File: src/srgb_to_xyz_pixel_macros.svh
// Assertion macros shared by the sRGB to XYZ pixel converter.
`ifndef SRGB_TO_XYZ_PIXEL_MACROS_SVH
`define SRGB_TO_XYZ_PIXEL_MACROS_SVH

`ifndef SYNTHESIS
`define S2XYZ_ASSERT_SAME(lbl, ante, cons) \
  lbl: assert property (@(posedge clk) disable iff (!rst_n) (ante) |-> (cons)) \
    else $error("s2xyz check failed");
`define S2XYZ_ASSERT_NEXT(lbl, ante, cons) \
  lbl: assert property (@(posedge clk) disable iff (!rst_n) (ante) |=> (cons)) \
    else $error("s2xyz check failed");
`else
`define S2XYZ_ASSERT_SAME(lbl, ante, cons)
`define S2XYZ_ASSERT_NEXT(lbl, ante, cons)
`endif

`endif

File: src/s2xyz_pkg.sv
// Shared types, constants and the linearization table of the sRGB to XYZ converter.
`default_nettype none

package s2xyz_pkg;

  localparam int CH_W     = 8;
  localparam int N_CODES  = 1 << CH_W;
  localparam int N_CH     = 3;
  localparam int LIN_W    = 31;
  localparam int COEF_W   = 14;
  localparam int SUM_W    = 44;
  localparam int OUT_W    = 15;
  localparam int OUT_FRAC_BITS_DEF = 8;
  localparam logic [OUT_W-1:0] OUT_MAX = '1;
  localparam int NSTG     = 6;

  localparam logic [63:0]  Q_ONE    = 64'd1 << 30;
  localparam logic [63:0]  LOW_DEN  = 64'd32946;
  localparam logic [127:0] HIGH_DEN = 128'd269025 * 128'd269025;

  typedef logic [LIN_W-1:0] lin_tab_t [N_CODES];
  typedef logic [LIN_W-1:0] lin_vec_t [N_CH];
  typedef logic [SUM_W-1:0] sum_vec_t [N_CH];
  typedef logic [OUT_W-1:0] res_vec_t [N_CH];

  // per-stage load enables, first stage to last
  typedef struct packed {
    logic lin;
    logic prod;
    logic sum;
    logic rnd;
    logic mul;
    logic res;
  } adv_t;

  localparam logic [COEF_W-1:0] COEF [N_CH][N_CH] = '{
    '{14'd4124, 14'd3576, 14'd1805},
    '{14'd2126, 14'd7152, 14'd722},
    '{14'd193,  14'd1192, 14'd9505}
  };

  function automatic logic [63:0] qmul(input logic [63:0] a, input logic [63:0] b);
    return (a * b) >> 30;
  endfunction

  function automatic logic [63:0] pow5q(input logic [63:0] r);
    logic [63:0] r2;
    r2 = qmul(r, r);
    return qmul(qmul(r2, r2), r);
  endfunction

  // Q30 linear value of one code: 2.4 power as square times fifth root
  function automatic logic [LIN_W-1:0] lin_entry(input int v);
    logic [63:0]  n;
    logic [63:0]  a;
    logic [63:0]  r;
    logic [63:0]  c;
    logic [127:0] num;
    logic [63:0]  res;
    if (v <= 10) begin
      res = ((64'(10 * v) << 30) + 64'd16473) / LOW_DEN;
    end else begin
      n   = 64'(1000 * v + 14025);
      num = 128'(n * n) << 30;
      a   = 64'(num / HIGH_DEN);
      r   = '0;
      for (int b = 30; b >= 0; b--) begin
        c = r | (64'd1 << b);
        if (c <= Q_ONE) begin
          if (pow5q(c) <= a) begin
            r = c;
          end
        end
      end
      res = qmul(a, r);
    end
    return res[LIN_W-1:0];
  endfunction

  function automatic lin_tab_t build_lin_tab();
    lin_tab_t t;
    for (int v = 0; v < N_CODES; v++) begin
      t[v] = lin_entry(v);
    end
    return t;
  endfunction

  localparam lin_tab_t LIN_TAB = build_lin_tab();

endpackage

`default_nettype wire

File: src/s2xyz_scale.sv
// Output scaling: round, divide by 100 * 2^30 via shift and reciprocal, saturate.
`default_nettype none

module s2xyz_scale #(
  parameter int OUT_FRAC_BITS = s2xyz_pkg::OUT_FRAC_BITS_DEF
) (
  input  wire logic                 clk,
  input  wire s2xyz_pkg::adv_t      adv,
  input  wire s2xyz_pkg::sum_vec_t  sum,
  output s2xyz_pkg::res_vec_t       res_r
);

  // sum * 2^F / (25 * 2^32): shift by 32, then divide by 25
  localparam int X_W      = s2xyz_pkg::SUM_W + OUT_FRAC_BITS + 1;
  localparam int Y_W      = X_W - 32;
  localparam int RK       = Y_W + 5;
  localparam int RECIP_W  = RK - 4;
  localparam logic [63:0] RECIP = ((64'd1 << RK) + 64'd24) / 64'd25;
  localparam int P_W      = Y_W + RECIP_W;
  localparam int Q_W      = P_W - RK;
  localparam int CMP_W    = (Q_W > s2xyz_pkg::OUT_W) ? Q_W : s2xyz_pkg::OUT_W;
  localparam logic [X_W-1:0] HALF = X_W'(64'd50 << 30);

  logic [Y_W-1:0] y_r    [s2xyz_pkg::N_CH];
  logic [P_W-1:0] prod_r [s2xyz_pkg::N_CH];
  logic [X_W-1:0] x      [s2xyz_pkg::N_CH];
  logic [Q_W-1:0] q      [s2xyz_pkg::N_CH];

  always_comb begin
    for (int i = 0; i < s2xyz_pkg::N_CH; i++) begin
      x[i] = (X_W'(sum[i]) << OUT_FRAC_BITS) + HALF;
      q[i] = prod_r[i][P_W-1:RK];
    end
  end

  always_ff @(posedge clk) begin
    if (adv.rnd) begin
      for (int i = 0; i < s2xyz_pkg::N_CH; i++) begin
        y_r[i] <= x[i][X_W-1:32];
      end
    end
    if (adv.mul) begin
      for (int i = 0; i < s2xyz_pkg::N_CH; i++) begin
        prod_r[i] <= P_W'(y_r[i]) * P_W'(RECIP[RECIP_W-1:0]);
      end
    end
    if (adv.res) begin
      for (int i = 0; i < s2xyz_pkg::N_CH; i++) begin
        if (CMP_W'(q[i]) > CMP_W'(s2xyz_pkg::OUT_MAX)) begin
          res_r[i] <= s2xyz_pkg::OUT_MAX;
        end else begin
          res_r[i] <= s2xyz_pkg::OUT_W'(q[i]);
        end
      end
    end
  end

endmodule

`default_nettype wire

File: config.mk
export PLATFORM = sky130hd
export DESIGN_NAME = s2xyz_scale
export DESIGN_NICKNAME = d
export VERILOG_FILES = /design/src/srgb_to_xyz_pixel_macros.svh /design/src/s2xyz_pkg.sv /design/src/s2xyz_scale.sv
export SDC_FILE = /design/constraint.sdc
export NUM_CORES = 2
export LEC_CHECK = 0
export ABC_AREA = 1
export BUFFER_PORTS_ARGS = -buffer_cell sky130_fd_sc_hd__clkbuf_2
export CORE_ASPECT_RATIO = 0.9
export CORE_MARGIN = 2
export CORE_UTILIZATION = 50
export DETAILED_ROUTE_END_ITERATION = 16
export GPL_TIMING_DRIVEN = 0
export PLACE_DENSITY_LB_ADDON = 0.12
export SLEW_MARGIN = 10
export SYNTH_ARGS = -nofsm -noshare
export SYNTH_HDL_FRONTEND = slang
export SYNTH_SLANG_ARGS = --single-unit
File: constraint.sdc
create_clock -name clk -period 6.4 [get_ports clk]
set_input_delay 0.32 -clock clk [delete_from_list [all_inputs] [get_ports clk]]
set_output_delay 0.32 -clock clk [all_outputs]
set_load 0.05 [all_outputs]
# --- After elaboration in Yosys (flattened, before gate mapping) ---
# Memory sizes are Yosys's and may differ from the RTL's.
# Cells that the tools add are included.
# Widths: inputs -> output; s select.
word_totals:
  input_bits: 139
  word_cells: 18
  rom_bits: 0
  n_memories: 2
  ramBits: 192
  latch_bits: 0
  reg_bits: 45
  out_inout_bits: 45
mem_list:
  columns: ["memory", "depth", "word_bits", "rd", "rd_ports_with_merged_regs", "write_ports", "line_no", "rtl"]
  rows:
  - ["prod_r", 3, 43, 3, 0, 3, "s2xyz_scale.sv:25", "logic [P_W-1:0] prod_r [s2xyz_pkg::N_CH];"]
  - ["y_r", 3, 21, 3, 0, 3, "s2xyz_scale.sv:24", "logic [Y_W-1:0] y_r [s2xyz_pkg::N_CH];"]
classes:
  div: 0
  magnitude_cmp: 3
  n_reduce_logical: 0
  n_mul: 3
  n_bitwise: 0
  eq_ne: 0
  n_mux: 4
  n_addsub: 3
  shifts: 0
op_table:
  columns: ["operator", "n"]
  rows:
  - ["$add 52x36->53 const B", 3]
  - ["$mul 21x22->43 const B", 3]
  - ["$gt 17x15->1 const B", 3]
  - ["$mux 1", 4]

# --- Depth between registers and ports, before layout ---
logic_depth:
  word_depth: 2
  mapped_depth: 28

# --- Least setup slack after synthesis ---
# No wires, ideal clock.
synth_timing:
  path_type: "flip-flop to flip-flop"
  from: "memory y_r[0][46] (netlist name)"
  to: "memory prod_r[0][126] (netlist name), data pin"
  setup_time_ns: 0.252
  t_arrival_ns: 5.223
  stages_incl_launch_ff: 22
  slack_ns: 0.925
  cell_sequence: "edfxtp_1 -> inv_1 -> fa_1 -> fa_1 -> fa_1 -> fa_1 -> fa_1 -> inv_1 -> fa_1 -> inv_1 -> fa_1 -> inv_1 -> ha_1 -> nand2_1 -> inv_2 -> nand2_1 -> nor3_1 -> nand2_1 -> nor2_1 -> nor2_1 -> nand3_1 -> nand2_1"
synth_lines:
  columns: ["element", "line_no"]
  rows:
  - ["start: declaration", "s2xyz_scale.sv:24"]
  - ["end: declaration", "s2xyz_scale.sv:25"]

==> results.yml <==
layout:
  seqCellArea_mm2: 0.00477
  fillers: 6302
  multi_input_area_mm2: 0.0241
  synthToLayoutAreaGrowth_pct: 7.02
  drive_gt1_frac: 0.0551
  antenna_cells: 0
  nNetsFinal: 5298
critical_path:
  cp_slowest_stage_delay_ps: 740
  crit_arrival_ps: 6260
  start_kind: "flop"
  end_kind: "flop"
  slowest_stage: "fa_1"
  crit_buf_inv: 4
  cp_top_family: "adder cells"
  critPathKind: "flop to flop"
  crit_chain: "fa_1 -> inv_1 -> fa_1 -> inv_1 -> fa_1 -> fa_1 -> fa_1 -> inv_1 -> fa_1 -> inv_1 -> ha_1 -> ha_1 -> nand2_1 -> nor2_1 -> nand2_1 -> nor3_1 -> o21ai_0 -> nand4_1 -> nand2_1"
  crit_fanout: 7
  required_ps: 6630
  critPathMostFrequentCell: "fa_1"
  r2r_slack_ps: 370
detailed_routing:
  wl_met3_um: 3870
  vias: 23921
  drc_errors: 0
  routed-wl-met2_um: 34400
  m1WireLength_um: 39900
  wirelength_um: 79700
  vias_per_cell: 4.83
  topRoutingLayerUsed: "met4"
  drt_iter0_markers: 1270
  wl_per_cell_um: 16.1
  ant_nets: 0
  firstDrtPassIters: 5
placed_design:
  gp_congestion: 0.943
  hpwl_um: 72000
  portBuffers: 111
floorplan:
  die_x_um: 275
  die_y_um: 248
  die_area_mm2: 0.0682
  core_area_mm2: 0.0655
  rows: 89
  start_util: 0.505
  io_pins: 184
clock_tree:
  clk_pin_slew_ps: 80
  cts_tree: "done"
  hold_buffers: 0
  clock_latency_ps: 500
  post_cts_buffers: 0
  cts_resized: 0
  cts.path.max_buffers: 2
  cts_made_buffers: 17
  cts_max_level: 4
  root_buffer: "clkbuf_16"
  clkSinkCount: 159
job:
  maxCapViolations: 0
sta:
  drv_slew: 0
  setup_viol: 0
  tightest_slew_ps: 1160
  slew-limit-headroom: 0.229
  finalCritPeriodShare: 0.942
  finalCriticalPeriod_ps: 6030
  max_freq_mhz: 166
  tns_ps: 0
  hold_viol_final: 0
  clock_skew_ps: 18.0
  rsz0062_at_grt: "no"
synthesis:
  yosys_most_used_dff: "edfxtp_1"
  synth.distinct_cells: 36
  async_reset_ff_frac: 0
  yosysSeqAreaShare: 0.144
  syn_inst: 3935
  syn_area_mm2: 0.0331
  syn_avg_cell_area_um2: 8.41
  ys_ff_latch: 159
  yosysWarningCount: 0
  synth_edf_count: 159
  syn-num-nets: 5160
global_route:
  grt_pass1_wl_um: 128000
  grt_pass1_vias: 24275
  grt.overflow.total: 0
  grt_antenna_before_repair: 1
  grt_util_all_layers: 0.248
  grt_max_degree: 52
hold_path:
  hp-class: "primary input to flop"
outcome:
  status: "finished, final reports clean"
==> worst paths after layout <==
check	startpoint	cells past startpoint	to
setup / recovery	y_r[0][33]	19	prod_r[0][71]
hold / removal	sum[115]	3	y_r[0][3]
setup reg to reg	y_r[0][33]	19	prod_r[0][71]
hold reg to reg	prod_r[0][40]	2	res_r[44]
==> cell usage in the layout (no fill, tap or decap), types with 12 or more instances in the layout <==
cell,count
o21ai_0,17
or2_2,12
clkbuf_2,108
nor2_1,232
o21bai_1,20
nand4_1,29
ha_1,618
xor2_1,36
nand3_1,118
fa_1,468
nor3_1,23
edfxtp_1,159
xnor2_1,24
a21oi_1,82
nand2_1,897
nor2_2,19
inv_1,1111
clkbuf_16,17
nand2_2,14
==> synth_stat cells (all sizes together), types with 19 or more instances <==
master  count  area share
ha        618        0.23
nor3       30      0.0058
nand4      31      0.0062
nor2      254       0.031
o21bai     21      0.0049
o21ai      19      0.0029
a21oi      82       0.012
xnor2      24      0.0064
fa        468        0.28
xor2       36      0.0095
edfxtp    159        0.14
nand2     911        0.10
nand3     123       0.020
inv      1117        0.13
==> worst reg2reg max path, delay by kind of cell, from the launching register on <==
family          cells  cell delay (ps)
simple gates        6              870
flops               1              620
fa+ha+maj           8             3870
buf+inv             4              250
compound gates      1              160
==> flip-flops by register name (all words and copies together), names as in the netlist <==
register / flops
res_r: 45
prod_r: 51
y_r: 63
==> cells by family (layout without fill, tap and decap cells) <==
family / count (synthesis) / after routing / share of synthesized area
buf+inv: 1120 / 1271 / 0.127
simple gates: 1383 / 1383 / 0.175
flops: 159 / 159 / 0.144
compound gates: 127 / 127 / 0.0213
fa+ha+maj: 1086 / 1086 / 0.517
xor+xnor: 60 / 60 / 0.0159
==> stage by stage <==
step | hold slack, ps | util | instances | area [um^2] | setup WS (ps)
after global placement | 483 | 0.530 | 4910 | 34700 | 268
final | 116 | 0.541 | 4950 | 35400 | 372
after CTS | 86.3 | 0.540 | 4943 | 35400 | 230
after detailed placement | 487 | 0.531 | 4911 | 34800 | 258
after floorplan | 432 | - | 3935 | 33100 | 925
after global routing | 139 | 0.541 | 4950 | 35400 | 37.8
==> layout make-up <==
cell class | count | area share
Buffer | 3 | 0.000318
Clock buffer | 17 | 0.0120
Clock inverter | 15 | 0.00498
Inverter | 1117 | 0.118
Multi-Input combinational cell | 2656 | 0.681
Sequential cell | 159 | 0.135
Tap cell | 864 | 0.0305
Timing Repair Buffer | 119 | 0.0181
==> routing by layer <==
layer,up-vias,GRT usage
met5,-,0
met4,0,0.0598
met3,74,0.0414
met2,436,0.383
met1,11241,0.363
li1,12170,-
Power is not shown: default switching activity piles up to over one toggle a cycle in this logic, so the estimate is an artifact.
