$ cat src/srgb_to_xyz_pixel_macros.svh
// Assertion macros shared by the sRGB to XYZ pixel converter.
`ifndef SRGB_TO_XYZ_PIXEL_MACROS_SVH
`define SRGB_TO_XYZ_PIXEL_MACROS_SVH

`ifndef SYNTHESIS
`define S2XYZ_ASSERT_SAME(lbl, ante, cons) \
  lbl: assert property (@(posedge clk) disable iff (!rst_n) (ante) |-> (cons)) \
    else $error("s2xyz check failed");
`define S2XYZ_ASSERT_NEXT(lbl, ante, cons) \
  lbl: assert property (@(posedge clk) disable iff (!rst_n) (ante) |=> (cons)) \
    else $error("s2xyz check failed");
`else
`define S2XYZ_ASSERT_SAME(lbl, ante, cons)
`define S2XYZ_ASSERT_NEXT(lbl, ante, cons)
`endif

`endif

$ cat src/s2xyz_pkg.sv
// Shared types, constants and the linearization table of the sRGB to XYZ converter.
`default_nettype none

package s2xyz_pkg;

  localparam int CH_W     = 8;
  localparam int N_CODES  = 1 << CH_W;
  localparam int N_CH     = 3;
  localparam int LIN_W    = 31;
  localparam int COEF_W   = 14;
  localparam int SUM_W    = 44;
  localparam int OUT_W    = 15;
  localparam int OUT_FRAC_BITS_DEF = 8;
  localparam logic [OUT_W-1:0] OUT_MAX = '1;
  localparam int NSTG     = 6;

  localparam logic [63:0]  Q_ONE    = 64'd1 << 30;
  localparam logic [63:0]  LOW_DEN  = 64'd32946;
  localparam logic [127:0] HIGH_DEN = 128'd269025 * 128'd269025;

  typedef logic [LIN_W-1:0] lin_tab_t [N_CODES];
  typedef logic [LIN_W-1:0] lin_vec_t [N_CH];
  typedef logic [SUM_W-1:0] sum_vec_t [N_CH];
  typedef logic [OUT_W-1:0] res_vec_t [N_CH];

  // per-stage load enables, first stage to last
  typedef struct packed {
    logic lin;
    logic prod;
    logic sum;
    logic rnd;
    logic mul;
    logic res;
  } adv_t;

  localparam logic [COEF_W-1:0] COEF [N_CH][N_CH] = '{
    '{14'd4124, 14'd3576, 14'd1805},
    '{14'd2126, 14'd7152, 14'd722},
    '{14'd193,  14'd1192, 14'd9505}
  };

  function automatic logic [63:0] qmul(input logic [63:0] a, input logic [63:0] b);
    return (a * b) >> 30;
  endfunction

  function automatic logic [63:0] pow5q(input logic [63:0] r);
    logic [63:0] r2;
    r2 = qmul(r, r);
    return qmul(qmul(r2, r2), r);
  endfunction

  // Q30 linear value of one code: 2.4 power as square times fifth root
  function automatic logic [LIN_W-1:0] lin_entry(input int v);
    logic [63:0]  n;
    logic [63:0]  a;
    logic [63:0]  r;
    logic [63:0]  c;
    logic [127:0] num;
    logic [63:0]  res;
    if (v <= 10) begin
      res = ((64'(10 * v) << 30) + 64'd16473) / LOW_DEN;
    end else begin
      n   = 64'(1000 * v + 14025);
      num = 128'(n * n) << 30;
      a   = 64'(num / HIGH_DEN);
      r   = '0;
      for (int b = 30; b >= 0; b--) begin
        c = r | (64'd1 << b);
        if (c <= Q_ONE) begin
          if (pow5q(c) <= a) begin
            r = c;
          end
        end
      end
      res = qmul(a, r);
    end
    return res[LIN_W-1:0];
  endfunction

  function automatic lin_tab_t build_lin_tab();
    lin_tab_t t;
    for (int v = 0; v < N_CODES; v++) begin
      t[v] = lin_entry(v);
    end
    return t;
  endfunction

  localparam lin_tab_t LIN_TAB = build_lin_tab();

endpackage

`default_nettype wire

$ cat src/s2xyz_mac.sv
// Matrix stage: nine registered products, then three registered row sums.
`default_nettype none

module s2xyz_mac (
  input  wire logic                 clk,
  input  wire s2xyz_pkg::adv_t      adv,
  input  wire s2xyz_pkg::lin_vec_t  lin,
  output s2xyz_pkg::sum_vec_t       sum_r
);

  logic [s2xyz_pkg::SUM_W-1:0] prod_r [s2xyz_pkg::N_CH][s2xyz_pkg::N_CH];

  always_ff @(posedge clk) begin
    if (adv.prod) begin
      for (int i = 0; i < s2xyz_pkg::N_CH; i++) begin
        for (int j = 0; j < s2xyz_pkg::N_CH; j++) begin
          prod_r[i][j] <= s2xyz_pkg::SUM_W'(lin[j]) *
                          s2xyz_pkg::SUM_W'(s2xyz_pkg::COEF[i][j]);
        end
      end
    end
  end

  always_ff @(posedge clk) begin
    if (adv.sum) begin
      for (int i = 0; i < s2xyz_pkg::N_CH; i++) begin
        sum_r[i] <= prod_r[i][0] + prod_r[i][1] + prod_r[i][2];
      end
    end
  end

endmodule

`default_nettype wire

$ cat config.mk
export PLATFORM = sky130hd
export DESIGN_NAME = s2xyz_mac
export DESIGN_NICKNAME = d
export VERILOG_FILES = /design/src/srgb_to_xyz_pixel_macros.svh /design/src/s2xyz_pkg.sv /design/src/s2xyz_mac.sv
export SDC_FILE = /design/constraint.sdc
export NUM_CORES = 2
export LEC_CHECK = 0
export ABC_CLOCK_PERIOD_IN_PS = 12100
export BUFFER_PORTS_ARGS = -buffer_cell sky130_fd_sc_hd__buf_2
export CORE_MARGIN = 4
export CORE_UTILIZATION = 63
export DETAILED_ROUTE_END_ITERATION = 10
export PLACE_DENSITY = 0.81
export SLEW_MARGIN = 20
export SYNTH_ARGS = -nofsm -noshare
export SYNTH_HDL_FRONTEND = slang
export SYNTH_SLANG_ARGS = --single-unit
export TNS_END_PERCENT = 50
$ cat constraint.sdc
create_clock -name clk -period 12.1 [get_ports clk]
set_input_delay 2.42 -clock clk [delete_from_list [all_inputs] [get_ports clk]]
set_output_delay 2.42 -clock clk [all_outputs]
set_load 0.01 [all_outputs]
; ---- Yosys cells after proc, flatten, opt, wreduce, memory -nomap -nowiden
; Memories as Yosys holds them, arrays and structs flattened.
; Cells that the tools add are included.
[op_classes]
addsub = 6
mul = 9
n_mux = 2
[op_table]
columns = op, n
row1 = adder 44 bit, 6
row2 = multiplier 31 x 11 -> 42 bit (second input constant), 3
row3 = multiplier 31 x 9 -> 40 bit (second input constant), 3
row4 = multiplier 31 x 8 -> 39 bit (second input constant), 2
row5 = multiplier 31 x 14 -> 44 bit (second input constant), 1
row6 = two-way mux 1 bit, 2
[totals]
register_bits = 132
ram_bits = 387
inputBits = 100
out_inout_bits = 132
wordCells = 21
mem_count = 1
[mem_list]
columns = name, depth, word_bits, rd, rd_clocked_by_memory_dff, write_ports, line
row1 = prod_r, 3, 129, 3, 0, 3, s2xyz_mac.sv:11  ; logic [s2xyz_pkg::SUM_W-1:0] prod_r [s2xyz_pkg::N_CH][s2xyz_pkg::N_CH];

; ---- Logic depth before layout (Yosys ltp)
; An unclocked memory read counts as a cell.
[depth]
word_depth = 3
mapped_depth = 22
ltp_nobuf = 22

; ---- Worst setup path before layout
; OpenSTA, ideal clock, no wires.
[synth_timing]
path_type = input-to-reg
start = input port lin[38] (netlist bit)
end = memory prod_r[1][81] (netlist bit), data pin
setup_ns = 0.258
t_arrival_ns = 7.003
required_ns = 11.842
setup_slack_ns = 4.839
stages = 18
path_buffers = 0
path_cell_list = fa_1 -> inv_1 -> fa_1 -> inv_1 -> fa_1 -> inv_1 -> fa_1 -> inv_1 -> ha_1 -> or3_1 -> o31ai_1 -> o21ai_1 -> a311o_1 -> a31oi_1 -> o21ai_1 -> a221o_1 -> a21oi_1 -> xnor2_1
[synth_rtl]
columns = element, line
row1 = from (decl), s2xyz_mac.sv:7  ; input wire s2xyz_pkg::lin_vec_t lin,
row2 = to (decl), s2xyz_mac.sv:11

==> impl_metrics.sql <==
INSERT INTO impl_metrics (metric_group, metric, value, unit) VALUES
('status', 'outcome', 'completed', ''),
('worst_setup_path', 'worstPathCellList', 'buf_2, inv_1, fa_1, inv_1, ha_1, fa_1, inv_1, fa_1, fa_1, inv_1, ha_1, a21oi_1, o2111ai_1, a21bo_2, a2111oi_0, nor2_1, a211oi_1, o31ai_1, a31o_2, a21oi_1, xnor2_1', ''),
('drt', 'route.vias.total', '43600', ''),
('timing', 'grt_setup_unrepaired', 'false', ''),
('drt', 'detailedRoute.firstPassIterationCount', '6', ''),
('timing', 'final.period_utilization', '0.672', ''),
('floorplan', 'start_util', '0.635', ''),
('worst_setup_path', 'timing.setup.critical_path_class', 'input pin to flip-flop', ''),
('floorplan', 'std_cell_rows', '113', ''),
('global_routing', 'grt_pass1_wl', '248000', 'um'),
('global_routing', 'number_of_global_route_vias_before_repair', '45000', ''),
('floorplan', 'die-area', '101000', 'um2'),
('worst_setup_path', 'rrSetupSlack', '7.29', 'ns'),
('drt', 'postRouteAntennaNets', '0', ''),
('cts', 'cts_max_path_buffers', '3', ''),
('logic_synthesis', 'synthFlopType', 'sky130_fd_sc_hd__edfxtp_1', ''),
('hold_path', 'min-delay-path-class', 'flip-flop to flip-flop', ''),
('finish', 'layout-area-overhead-vs-synth', '7.20', '%'),
('timing', 'post-route-worst-setup-slack', '3.97', 'ns'),
('timing', 'tns', '0', 'ns'),
('hold_path', 'worstHoldPathCells', '0', ''),
('logic_synthesis', 'synth_top_area_frac', '0.239', ''),
('worst_setup_path', 'worst_setup_path_start_kind', 'input pin', ''),
('floorplan', 'ios', '232', ''),
('drt', 'drt-vias-per-instance', '5.97', ''),
('timing', 'tightest_slew_margin_relative_to_the_limit', '0.319', ''),
('drt', 'avgRoutedWirePerCell', '21.7', 'um'),
('worst_setup_path', 'worstRegToRegCells', '12', ''),
('cts', 'cts_repair_resize_count', '0', ''),
('finish', 'final_cells', '7309', ''),
('cts', 'clock_insertion_delay_worst_skew', '0.65', 'ns'),
('worst_setup_path', 'critPathBufInv', '5', ''),
('drt', 'drt-total-wl', '158000', 'um'),
('logic_synthesis', 'ys_seq_elements', '446', ''),
('logic_synthesis', 'yosysSeqAreaShare', '0.222', ''),
('logic_synthesis', 'syn_area', '60200', 'um2'),
('timing', 'finalCriticalPeriod', '8.13', 'ns'),
('cts', 'ctsRootBufferMaster', 'sky130_fd_sc_hd__clkbuf_16', ''),
('placed_design', 'post-dp-hpwl', '132000', 'um'),
('placed_design', 'pre_cts_slack', '3.57', 'ns'),
('drt', 'detailedRoute.firstIterationViolations', '3574', ''),
('cts', 'tritoncts', 'done', ''),
('floorplan', 'die_x', '317', 'um'),
('flow_run', 'max_cap_viol_count', '0', ''),
('logic_synthesis', 'async_flop_share', '0', ''),
('timing', 'final_max_slew_viol_count', '0', ''),
('logic_synthesis', 'ys_top_cells_by_area', 'sky130_fd_sc_hd__fa_1 (24%), sky130_fd_sc_hd__edfxtp_1 (22%), sky130_fd_sc_hd__ha_1 (22%)', ''),
('cts', 'path_clk_slew', '0.07', 'ns'),
('worst_setup_path', 'rr_endpoint', 'sum_r[43]', ''),
('worst_setup_path', 'crit_arrival', '8.57', 'ns'),
('logic_synthesis', 'synth_area_leader_cell', 'sky130_fd_sc_hd__fa_1', ''),
('worst_setup_path', 'critical-path-top-delay-family', 'adder cells', ''),
('worst_setup_path', 'worstPathRequired', '12.53', 'ns'),
('hold_path', 'hold_path_end', 'sum_r[88]', ''),
('cts', 'cts.sink_count', '446', ''),
('cts', 'tritoncts.num_buffers', '50', ''),
('finish', 'layout.nets', '7881', ''),
('global_routing', 'grt_util_all_layers', '0.322', ''),
('logic_synthesis', 'synth_area_per_cell', '10.5', 'um2'),
('timing', 'finalHoldViolCount', '0', ''),
('placed_design', 'place_inst', '7210', ''),
('placed_design', 'gp_congestion', '0.977', ''),
('logic_synthesis', 'postSynthCellCount', '5761', ''),
('timing', 'worst_pin_slew', '1.02', 'ns'),
('cts', 'cts_hold_buffers', '0', ''),
('floorplan', 'chipHeight', '317', 'um'),
('logic_synthesis', 'postSynthNetCount', '7645', ''),
('logic_synthesis', 'synth-warning-count', '0', ''),
('worst_setup_path', 'cp_max_fo', '8', ''),
('timing', 'setup_viol_count_final', '0', ''),
('global_routing', 'global_route.overflow_total', '0', '');
-- worst reg2reg max path, delay by kind of cell, from the launching register on --
kind                       cells  cell delay [ns]
DFF                            1             0.50
AOI/OAI and AO/OA              8             2.74
adders and majority gates      2             0.90
and+or+nand+nor                2             0.42
-- layer usage --
metal	track usage	routed length [um]	up-vias	part of all wire
met5	0	91	-	0.00057
met4	0.145	8320	12	0.052
met3	0.0670	13300	377	0.084
met2	0.518	72500	1730	0.46
met1	0.424	64200	21500	0.41
li1	-	-	20000	-
-- kinds of logic (layout without fill, tap and decap cells) --
kind of cell             after synthesis  in the layout  synth area share
AO/OA/AOI/OAI                       1100           1100             0.118
XOR/XNOR                             375            375            0.0545
adder cells (fa/ha/maj)             1784           1784             0.460
buffers and inverters               1271           1544            0.0794
flip-flops                           446            446             0.222
multiplexers                           7              7           0.00116
other                                  1             11         0.0000623
AND/OR/NAND/NOR                      777            777            0.0640
-- cells in the final DEF (no fill, tap or decap), types with 55 or more instances in the layout --
cell type and n:
sky130_fd_sc_hd__buf_2 224, sky130_fd_sc_hd__fa_1 720, sky130_fd_sc_hd__nand4_1 55, sky130_fd_sc_hd__ha_1 1064, sky130_fd_sc_hd__xnor2_1 261, sky130_fd_sc_hd__xor2_1 114
sky130_fd_sc_hd__a21oi_1 357, sky130_fd_sc_hd__inv_1 1221, sky130_fd_sc_hd__a21o_1 203, sky130_fd_sc_hd__edfxtp_1 446, sky130_fd_sc_hd__nor2_1 191, sky130_fd_sc_hd__nand3_1 76
sky130_fd_sc_hd__o21ai_0 159, sky130_fd_sc_hd__nand2_1 181
-- state kept, by name, indices dropped and copies added, names as in the netlist --
register	cells
prod_r	316
sum_r	130
-- worst max-delay path by stage --
stage / startpoint / to / slack (ns) / depth (start not counted)
after floorplan: lin[38] / prod_r[1][81] / 4.84 / 18
after CTS: lin[11] / prod_r[0][39] / 4.23 / 21
after detailed placement: lin[12] / prod_r[0][39] / 3.57 / 21
after global placement: lin[12] / prod_r[0][39] / 3.65 / 21
final: lin[13] / prod_r[0][39] / 3.97 / 21
after global routing: lin[11] / prod_r[0][39] / 3.92 / 21
-- final cells by class --
type / count / area (um2) / share of cell area
timing repair buffer: 234 / 1210 / 0.0187
antenna: 10 / 25.0 / 0.000388
sequential: 446 / 13400 / 0.207
clock buffer: 52 / 1260 / 0.0195
multi-input combinational: 4044 / 42100 / 0.651
clock inverter: 37 / 457 / 0.00707
inverter: 1221 / 4580 / 0.0710
tap: 1265 / 1580 / 0.0245
-- stage by stage --
stage / instance area (um2) / hold WS, ns / util
final: 64600 / 0.472 / 0.681
after CTS: 64500 / 0.474 / 0.680
after detailed placement: 62800 / 0.460 / 0.662
after floorplan: 60200 / 0.433 / -
after global placement: 62800 / 0.445 / 0.662
after global routing: 64600 / 0.482 / 0.680
Power is left out: the tool's default activity adds up to more than one toggle a clock period on the data nets, which glitch-free logic cannot reach.
